===== src/rtl/pia_pkg.sv =====
// Package for the PIA register port unit: payload types, command codes and register bits.
`default_nettype none

package pia_pkg;

	typedef enum logic [1:0] {
		CMD_READ    = 2'd0,
		CMD_WRITE   = 2'd1,
		CMD_CA1_EDGE = 2'd2,
		CMD_CB1_EDGE = 2'd3
	} cmd_t;

	typedef enum logic [1:0] {
		SEL_PORT_A = 2'd0,
		SEL_CTRL_A = 2'd1,
		SEL_PORT_B = 2'd2,
		SEL_CTRL_B = 2'd3
	} reg_sel_t;

	// Control register bit positions.
	localparam int unsigned CTRL_IRQ_EN   = 0;
	localparam int unsigned CTRL_EDGE_SEL = 1;
	localparam int unsigned CTRL_DATA_SEL = 2;
	localparam int unsigned CTRL_MUX_BIT  = 3;
	localparam int unsigned CTRL_FLAG1    = 7;

	// A control write keeps the low six bits; a data read clears the two flags.
	localparam logic [7:0] CTRL_KEEP_MASK = 8'h3F;

	typedef struct packed {
		cmd_t       cmd;
		reg_sel_t   reg_select;
		logic [7:0] write_data;
		logic       edge_rising;
		logic       edge_any;
		logic [7:0] port_a_pins;
	} in_item_t;

	typedef struct packed {
		logic [7:0] read_data;
		logic       irq_request;
		logic [7:0] port_a_out;
		logic [7:0] port_b_out;
		logic [1:0] mux_select;
	} out_item_t;

endpackage

`default_nettype wire


===== src/rtl/pia_register_port_unit.sv =====
// Top level of the PIA register port unit: register file, edge flags and result register.
// An accepted transfer passes through the input register, then the result register, to the
// output; one transfer is accepted every cycle while the output drains.
// Throughput is one item per cycle unless the output stalls, set by the single state update
// in the result stage. Reset (arst_n low, asynchronous) clears all data, direction and control
// registers and empties both the input and result registers.
`default_nettype none

module pia_register_port_unit (
	input  wire logic               clk,
	input  wire logic               arst_n,
	input  wire logic               in_valid,
	output logic                    in_ready,
	input  wire pia_pkg::in_item_t  in_data,
	output logic                    out_valid,
	input  wire logic               out_ready,
	output pia_pkg::out_item_t      out_data
);

	logic               valid_s1;
	pia_pkg::in_item_t  item_s1;
	logic               advance;

	logic [7:0] port_a_data_q, port_b_data_q, dir_a_q, dir_b_q, ctrl_a_q, ctrl_b_q;
	logic [7:0] port_a_data_d, port_b_data_d, dir_a_d, dir_b_d, ctrl_a_d, ctrl_b_d;
	logic [7:0] read_data_d;
	logic       irq_d;
	logic       out_valid_q;
	pia_pkg::out_item_t out_q;

	assign advance  = valid_s1 && (!out_valid_q || out_ready);
	assign in_ready = !valid_s1 || advance;

	always_ff @(posedge clk or negedge arst_n) begin
		if (!arst_n) begin
			valid_s1 <= 1'b0;
		end else if (in_ready) begin
			valid_s1 <= in_valid;
		end
	end

	always_ff @(posedge clk) begin
		if (in_ready && in_valid) begin
			item_s1 <= in_data;
		end
	end

	always_comb begin
		port_a_data_d = port_a_data_q;
		port_b_data_d = port_b_data_q;
		dir_a_d       = dir_a_q;
		dir_b_d       = dir_b_q;
		ctrl_a_d      = ctrl_a_q;
		ctrl_b_d      = ctrl_b_q;
		read_data_d   = 8'd0;
		irq_d         = 1'b0;
		unique case (item_s1.cmd)
			pia_pkg::CMD_READ: begin
				unique case (item_s1.reg_select)
					pia_pkg::SEL_PORT_A: begin
						if (ctrl_a_q[pia_pkg::CTRL_DATA_SEL]) begin
							read_data_d = item_s1.port_a_pins;
							ctrl_a_d    = ctrl_a_q & pia_pkg::CTRL_KEEP_MASK;
						end else begin
							read_data_d = dir_a_q;
						end
					end
					pia_pkg::SEL_CTRL_A: read_data_d = ctrl_a_q;
					pia_pkg::SEL_PORT_B: begin
						if (ctrl_b_q[pia_pkg::CTRL_DATA_SEL]) begin
							read_data_d = port_b_data_q & dir_b_q;
							ctrl_b_d    = ctrl_b_q & pia_pkg::CTRL_KEEP_MASK;
						end else begin
							read_data_d = dir_b_q;
						end
					end
					pia_pkg::SEL_CTRL_B: read_data_d = ctrl_b_q;
					default: read_data_d = 8'd0;
				endcase
			end
			pia_pkg::CMD_WRITE: begin
				unique case (item_s1.reg_select)
					pia_pkg::SEL_PORT_A: begin
						if (ctrl_a_q[pia_pkg::CTRL_DATA_SEL]) port_a_data_d = item_s1.write_data;
						else dir_a_d = item_s1.write_data;
					end
					pia_pkg::SEL_CTRL_A: ctrl_a_d = item_s1.write_data & pia_pkg::CTRL_KEEP_MASK;
					pia_pkg::SEL_PORT_B: begin
						if (ctrl_b_q[pia_pkg::CTRL_DATA_SEL]) port_b_data_d = item_s1.write_data;
						else dir_b_d = item_s1.write_data;
					end
					pia_pkg::SEL_CTRL_B: ctrl_b_d = item_s1.write_data & pia_pkg::CTRL_KEEP_MASK;
					default: ;
				endcase
			end
			pia_pkg::CMD_CA1_EDGE: begin
				// CA1 may be told to flag on either edge.
				if (item_s1.edge_any ||
				    (item_s1.edge_rising == ctrl_a_q[pia_pkg::CTRL_EDGE_SEL])) begin
					ctrl_a_d[pia_pkg::CTRL_FLAG1] = 1'b1;
					irq_d = ctrl_a_q[pia_pkg::CTRL_IRQ_EN];
				end
			end
			pia_pkg::CMD_CB1_EDGE: begin
				if (item_s1.edge_rising == ctrl_b_q[pia_pkg::CTRL_EDGE_SEL]) begin
					ctrl_b_d[pia_pkg::CTRL_FLAG1] = 1'b1;
					irq_d = ctrl_b_q[pia_pkg::CTRL_IRQ_EN];
				end
			end
			default: ;
		endcase
	end

	always_ff @(posedge clk or negedge arst_n) begin
		if (!arst_n) begin
			port_a_data_q <= 8'd0;
			port_b_data_q <= 8'd0;
			dir_a_q       <= 8'd0;
			dir_b_q       <= 8'd0;
			ctrl_a_q      <= 8'd0;
			ctrl_b_q      <= 8'd0;
			out_valid_q   <= 1'b0;
		end else begin
			if (advance) begin
				port_a_data_q <= port_a_data_d;
				port_b_data_q <= port_b_data_d;
				dir_a_q       <= dir_a_d;
				dir_b_q       <= dir_b_d;
				ctrl_a_q      <= ctrl_a_d;
				ctrl_b_q      <= ctrl_b_d;
				out_valid_q   <= 1'b1;
			end else if (out_ready) begin
				out_valid_q   <= 1'b0;
			end
		end
	end

	always_ff @(posedge clk) begin
		if (advance) begin
			out_q.read_data   <= read_data_d;
			out_q.irq_request <= irq_d;
			out_q.port_a_out  <= port_a_data_d;
			out_q.port_b_out  <= port_b_data_d;
			out_q.mux_select  <= {ctrl_b_d[pia_pkg::CTRL_MUX_BIT],
			                      ctrl_a_d[pia_pkg::CTRL_MUX_BIT]};
		end
	end

	assign out_valid = out_valid_q;
	assign out_data  = out_q;

`ifndef SYNTH
	// The input register only holds off new transfers when the result register is stalled.
	assert property (@(posedge clk) disable iff (!arst_n)
		!in_ready |-> (valid_s1 && out_valid_q && !out_ready))
		else $error("input stalled without a stalled result");

	// Reads and writes never raise an interrupt request.
	assert property (@(posedge clk) disable iff (!arst_n)
		(advance && (item_s1.cmd == pia_pkg::CMD_READ || item_s1.cmd == pia_pkg::CMD_WRITE))
		|=> !out_q.irq_request)
		else $error("interrupt request on a bus access");

	// Only a read returns a nonzero byte.
	assert property (@(posedge clk) disable iff (!arst_n)
		(advance && item_s1.cmd != pia_pkg::CMD_READ) |=> (out_q.read_data == 8'd0))
		else $error("read data on a non-read transfer");

	// A control A write leaves both flags clear.
	assert property (@(posedge clk) disable iff (!arst_n)
		(advance && item_s1.cmd == pia_pkg::CMD_WRITE &&
		 item_s1.reg_select == pia_pkg::SEL_CTRL_A) |=> (ctrl_a_q[7:6] == 2'b00))
		else $error("control A flags survived a control write");
`endif

endmodule

`default_nettype wire


===== config.mk =====
export PLATFORM = sky130hd
export DESIGN_NAME = pia_register_port_unit
export DESIGN_NICKNAME = d
export VERILOG_FILES = /design/src/rtl/pia_pkg.sv /design/src/rtl/pia_register_port_unit.sv
export SDC_FILE = /design/constraint.sdc
export NUM_CORES = 1
export LEC_CHECK = 0
export BUFFER_PORTS_ARGS = -buffer_cell sky130_fd_sc_hd__buf_2
export CAP_MARGIN = 20
export CELL_PAD_IN_SITES_DETAIL_PLACEMENT = 0
export CELL_PAD_IN_SITES_GLOBAL_PLACEMENT = 2
export CORE_MARGIN = 2
export CORE_UTILIZATION = 41
export DETAILED_ROUTE_END_ITERATION = 10
export PLACE_DENSITY = 0.89
export SYNTH_ARGS = -nofsm -noshare
export SYNTH_HDL_FRONTEND = slang
export SYNTH_SLANG_ARGS = --single-unit
export TNS_END_PERCENT = 30

===== constraint.sdc =====
create_clock -name clk -period 2.21 [get_ports clk]
set_input_delay 0 -clock clk [delete_from_list [all_inputs] [get_ports clk]]
set_output_delay 0 -clock clk [all_outputs]
set_load 0.02 [all_outputs]

Yosys cells after proc, flatten, opt, wreduce, memory -nomap -nowiden
Index checks and enable logic that the tools add are counted.
- register bits after elaboration: 99
- output and inout bits: 29
- logic and storage cells: 96
- bits of input ports: 26
- reduce and logical (&&, ||, !) cells: 23
- mux-type cells: 26
- equal/unequal tests: 16
- bitwise gates (word level): 4
- operator list (cell ; count):
    $mux W8 ; 14
    $pmux W8 S4 ; 1
    $pmux W7 S2 ; 2
    $reduce_and A4 Y1 ; 6
    $reduce_and A6 Y1 ; 2
    $reduce_and A5 Y1 ; 2
    $and A8 B8 Y8 ; 1
    $eq A2 B2 Y1 const B ; 4
    $ne A2 B1 Y1 const B ; 4
    $ne A2 B2 Y1 const B ; 4
    $mux W1 ; 6
    $pmux W1 S3 ; 2
    $reduce_bool A3 Y1 ; 2
    $eq A2 B1 Y1 const B ; 2
    $logic_not A2 Y1 ; 2
    $reduce_bool A2 Y1 ; 2
    $logic_or A1 B1 Y1 ; 3
    $not A1 Y1 ; 3
    $eq A1 B1 Y1 ; 2
    $logic_and A1 B1 Y1 ; 2
    $logic_not A1 Y1 ; 2
    $pmux W1 S2 ; 1

Longest topological paths before layout
- word-level depth: 5
- mapped depth: 7
- depth with buffers taken out: 5

Worst setup path after synthesis
No wires, ideal clock.
- kind: flip-flop to flip-flop
- from: register out_valid_q (netlist: out_valid)
- to: register dir_b_q[0]
- data required time: 2.085 ns
- setup slack: 0.307 ns
- cell stages (with the launch flop): 6
- clock period less this slack: 1.903 ns
- setup time: 0.125 ns
- buffers on the path: 0
- arrival time: 1.778 ns
- cell sequence: dfrtp_1 > nand2b_1 > nand2_1 > inv_2 > nand4b_1 > mux2_2
- word-level cells in the longest chain between the ends: 4
- ends and longest elaborated chain (what ; line ; text):
    start: declaration ; pia_register_port_unit.sv:28 ; logic out_valid_q;
    start signal: assignment ; pia_register_port_unit.sv:122 ; out_valid_q <= 1'b0;
    start signal: assignment ; pia_register_port_unit.sv:131 ; out_valid_q <= 1'b1;
    start signal: assignment ; pia_register_port_unit.sv:133 ; out_valid_q <= 1'b0;
    $logic_not A1 Y1 ; pia_register_port_unit.sv:31 ; assign advance = valid_s1 && (!out_valid_q || out_ready);
    $logic_or A1 B1 Y1 ; pia_register_port_unit.sv:31 ;
    $logic_and A1 B1 Y1 ; pia_register_port_unit.sv:31 ;
    via advance ; pia_register_port_unit.sv:22 ; logic advance;
    $reduce_and A4 Y1 (no line) ; -- ;
    end signal: assignment ; pia_register_port_unit.sv:128 ; dir_b_q <= dir_b_d;
    end: declaration ; pia_register_port_unit.sv:24 ; logic [7:0] port_a_data_q, port_b_data_q, dir_a_q, dir_b_q, ctrl_a_q, ctrl_b_q;
The timed path passes the listed nets, and every way through them passes these cells.
A chain may end at the register's enable or synchronous reset.

Worst setup path after layout
- from: register item_s1[19] (netlist bit)
- to: register port_a_data_q[4]
- word-level cells in the longest chain between the ends: 3
- ends and longest elaborated chain (what ; line ; text):
    start: declaration ; pia_register_port_unit.sv:21 ; pia_pkg::in_item_t item_s1;
    start signal: assignment ; pia_register_port_unit.sv:44 ; item_s1 <= in_data;
    $logic_not A2 Y1 ; pia_register_port_unit.sv:82 ; unique case (item_s1.reg_select)
    $mux W8 ; pia_register_port_unit.sv:82 ;
    $mux W8 ; pia_register_port_unit.sv:57 ; unique case (item_s1.cmd)
    end signal: assignment ; pia_register_port_unit.sv:125 ; port_a_data_q <= port_a_data_d;
    end: declaration ; pia_register_port_unit.sv:24 ;
No other way between the ends.

==> impl_metrics.py <==
metrics = {
    "pwr": {
        "irDropWorstVdd_uv": 419,
        "powerDensity_mw_per_mm2": 851,
        "p_leak_nw": 2.09,
        "p_total_mw": 4.25,
    },
    "clock_network": {
        "clkLatencyLatePin_ns": 0.37,
        "htreeDepth": 3,
        "cts_tree": "done",
        "root_buffer": "clkbuf_8",
        "clockBufferDepth": 2,
        "clk_pin_slew_ns": 0.10,
        "cts_buffers": 9,
        "clkSinkCount": 97,
    },
    "global_routing": {
        "grt-ovfl-total": 0,
        "grt_usage_pct": 16.5,
        "grt_pass1_wl_mm": 13.7,
        "grt_max_degree": 28,
        "grt_pass1_vias": 2638,
        "antenna_found_initial": 0,
    },
    "setup_path": {
        "end_kind": "flop",
        "path_cells": "nor2_1 > nand3_4 > nand2b_1 > mux2_2",
        "cpMaxStageDelayCell": "edfxtp_1",
        "required_ns": 2.47,
        "crit_family": "simple AND/OR/NAND/NOR gates",
        "start_kind": "flop",
        "cp_max_fo": 9,
        "path_buf_inv": 0,
        "crit_arrival_ns": 2.20,
        "slowest_delay_ns": 0.48,
        "critPathKind": "reg2reg",
    },
    "floorplan": {
        "floorplan.rows": 36,
        "core_sq_mm": 0.00973,
        "ioPinCount": 55,
        "die_h_um": 104,
        "start_util_pct": 41.9,
        "die_area_sq_mm": 0.0108,
        "die_w_um": 104,
    },
    "synth": {
        "async_flop_share_pct": 49.5,
        "avgSynthCellArea_sq_um": 15.3,
        "synth.ff_latch_count": 97,
        "synthFlopType": "edfxtp_1",
        "synth.area.top_cells": "edfxtp_1, dfrtp_1, mux2_2",
        "syn-cell-area_sq_mm": 0.00408,
        "synth_top_cell_by_area": "edfxtp_1",
        "synth.top_cell.area_share_pct": 36.1,
        "ys_seq_area_share_pct": 65.6,
        "synth_edf_count": 49,
        "synthesis.nets": 292,
        "yosys_warnings": 0,
        "synth_cell_type_count": 36,
        "synth_cells": 266,
    },
    "job": {
        "maxCapViolCount": 0,
    },
    "cells_and_area": {
        "nNetsFinal": 383,
        "drive_above_1_share_pct": 40.9,
        "antenna_cells": 0,
        "area_growth_pct": 22.7,
    },
    "timing": {
        "rsz0062_at_grt": "no",
        "hold_viol": 0,
        "slew_headroom_pct": 55.7,
        "whs_ns": 0.188,
        "fin_crit_ns": 1.93,
        "fmax_mhz": 517,
        "finalCritPeriodShare_pct": 87.5,
        "tns_ns": 0,
        "worst_pin_slew_ns": 0.664,
        "slew_violations": 0,
        "final.setup_skew_ns": 0.0182,
        "setup_viol_count_final": 0,
    },
    "routing": {
        "vias": 2496,
        "wl_per_cell_um": 16.7,
        "dr.pass1.iters": 4,
        "viasPerCell": 5.04,
        "ant_nets": 0,
        "drt_iter0_markers": 91,
        "drt-total-wl_mm": 8.29,
        "drc_errors": 0,
    },
    "placed_design": {
        "port_buffers": 54,
        "dp_hpwl_mm": 5.64,
        "globalplace.congestion": 0.797,
    },
    "status": {
        "status": "complete, no violations",
    },
    "worst_hold_path": {
        "hold_path_class": "in2async",
    },
}
placed cells by master, fill, tap and decap left out, types with 3 or more instances in the layout:
| cell | n |
|---|---|
| dlygate4sd3_1 | 26 |
| a21oi_1 | 3 |
| mux2_2 | 60 |
| nand2b_1 | 15 |
| clkbuf_8 | 9 |
| nor2_1 | 4 |
| nand3b_1 | 9 |
| inv_1 | 3 |
| edfxtp_1 | 49 |
| nand4_1 | 3 |
| nand2_1 | 12 |
| buf_2 | 54 |
| buf_4 | 12 |
| mux2_1 | 8 |
| dfrtp_1 | 48 |
| a31oi_1 | 6 |
| a32oi_1 | 7 |
| o21ai_0 | 4 |
| nand3_1 | 3 |
sequential cells by signal, indices dropped and copies added (netlist names):
register       flops
ctrl_b_q           7
valid_s1           1
out_valid          1
item_s1           22
out_data          27
port_b_data_q      8
dir_a_q            8
ctrl_a_q           7
dir_b_q            8
port_a_data_q      8
kinds of logic (layout without fill, tap and decap cells):
| kind of cell | after synthesis | in the layout | share of synthesized area, % |
|---|---|---|---|
| flops | 97 | 97 | 65.6 |
| mux | 68 | 68 | 18.8 |
| simple gates | 58 | 58 | 8.90 |
| compound gates | 25 | 25 | 4.33 |
| buf+inv | 16 | 112 | 1.96 |
| xor+xnor | 2 | 2 | 0.430 |
layout make-up:
| type | instances | area (sq um) |
|---|---|---|
| clock buffer | 10 | 128 |
| tap | 133 | 166 |
| fill | 858 | 4730 |
| clock inverter | 6 | 73.8 |
| multi-input combinational | 153 | 1320 |
| sequential | 97 | 2670 |
| timing repair buffer | 92 | 621 |
| inverter | 4 | 15.0 |
cells in the mapped netlist, types with 3 or more instances:
library cell / number
a21oi_1: 3
a31oi_1: 6
a32oi_1: 7
buf_2: 4
clkbuf_1: 4
dfrtp_1: 48
edfxtp_1: 49
inv_1: 3
mux2_1: 8
mux2_2: 60
nand2_1: 12
nand2b_1: 15
nand3_1: 3
nand3b_1: 9
nand4_1: 3
nor2_1: 4
o21ai_0: 4
layer usage:
metal / part of all wire (%) / routed length (um) / global-route usage (%) / vias to the layer above
met5: 0 / 0 / 0 / -
met4: 1.7 / 139 / 5.50 / 0
met3: 3.8 / 313 / 4.72 / 11
met2: 49 / 4040 / 27.1 / 57
met1: 46 / 3800 / 21.2 / 1250
li1: - / - / - / 1178
worst reg2reg max path, stage by stage (launching register included):
cell	delay, ns
edfxtp_1	0.48
nor2_1	0.41
nand3_4	0.21
nand2b_1	0.38
mux2_2	0.35
metrics by stage:
step / instance area [sq um] / util (%) / worst slack (ns) / std cells
after floorplan: 4080 / - / 0.307 / 266
after global placement: 4540 / 46.6 / 0.320 / 453
after detailed placement: 4540 / 46.6 / 0.200 / 453
after CTS: 5000 / 51.4 / 0.179 / 495
after global routing: 5000 / 51.4 / 0.143 / 495
final: 5000 / 51.4 / 0.275 / 495
where the power goes:
group	switching (mW)	internal [mW]
clock	0.621	0.540
sequential	0.180	2.21
combinational	0.331	0.375
path summary, 6_finish.rpt:
path | start | endpoint | slack (ns) | cells after the start
worst max-delay path | item_s1[19] | port_a_data_q[4] | 0.28 | 4
worst min-delay path | arst_n | dir_b_q[0] | 0.19 | 2
worst max register to register | item_s1[19] | port_a_data_q[4] | 0.28 | 4
worst min register to register | port_a_data_q[2] | port_a_data_q[2] | 0.51 | 1
max in group asynchronous | arst_n | dir_b_q[1] | 1.39 | 3
min in group clk | in_data[0] | item_s1[0] | 0.33 | 2
repair_timing:
| item | in CTS | in global routing |
|---|---|---|
| buffers inserted | 0 | 0 |
| setup endpoints to repair | 0 | 5 |
| hold endpoints to repair | 49 | 0 |
| hold buffers | 26 | 0 |
| resized for setup | 0 | 1 |
Note: power is estimated with default switching activity, not from simulation.
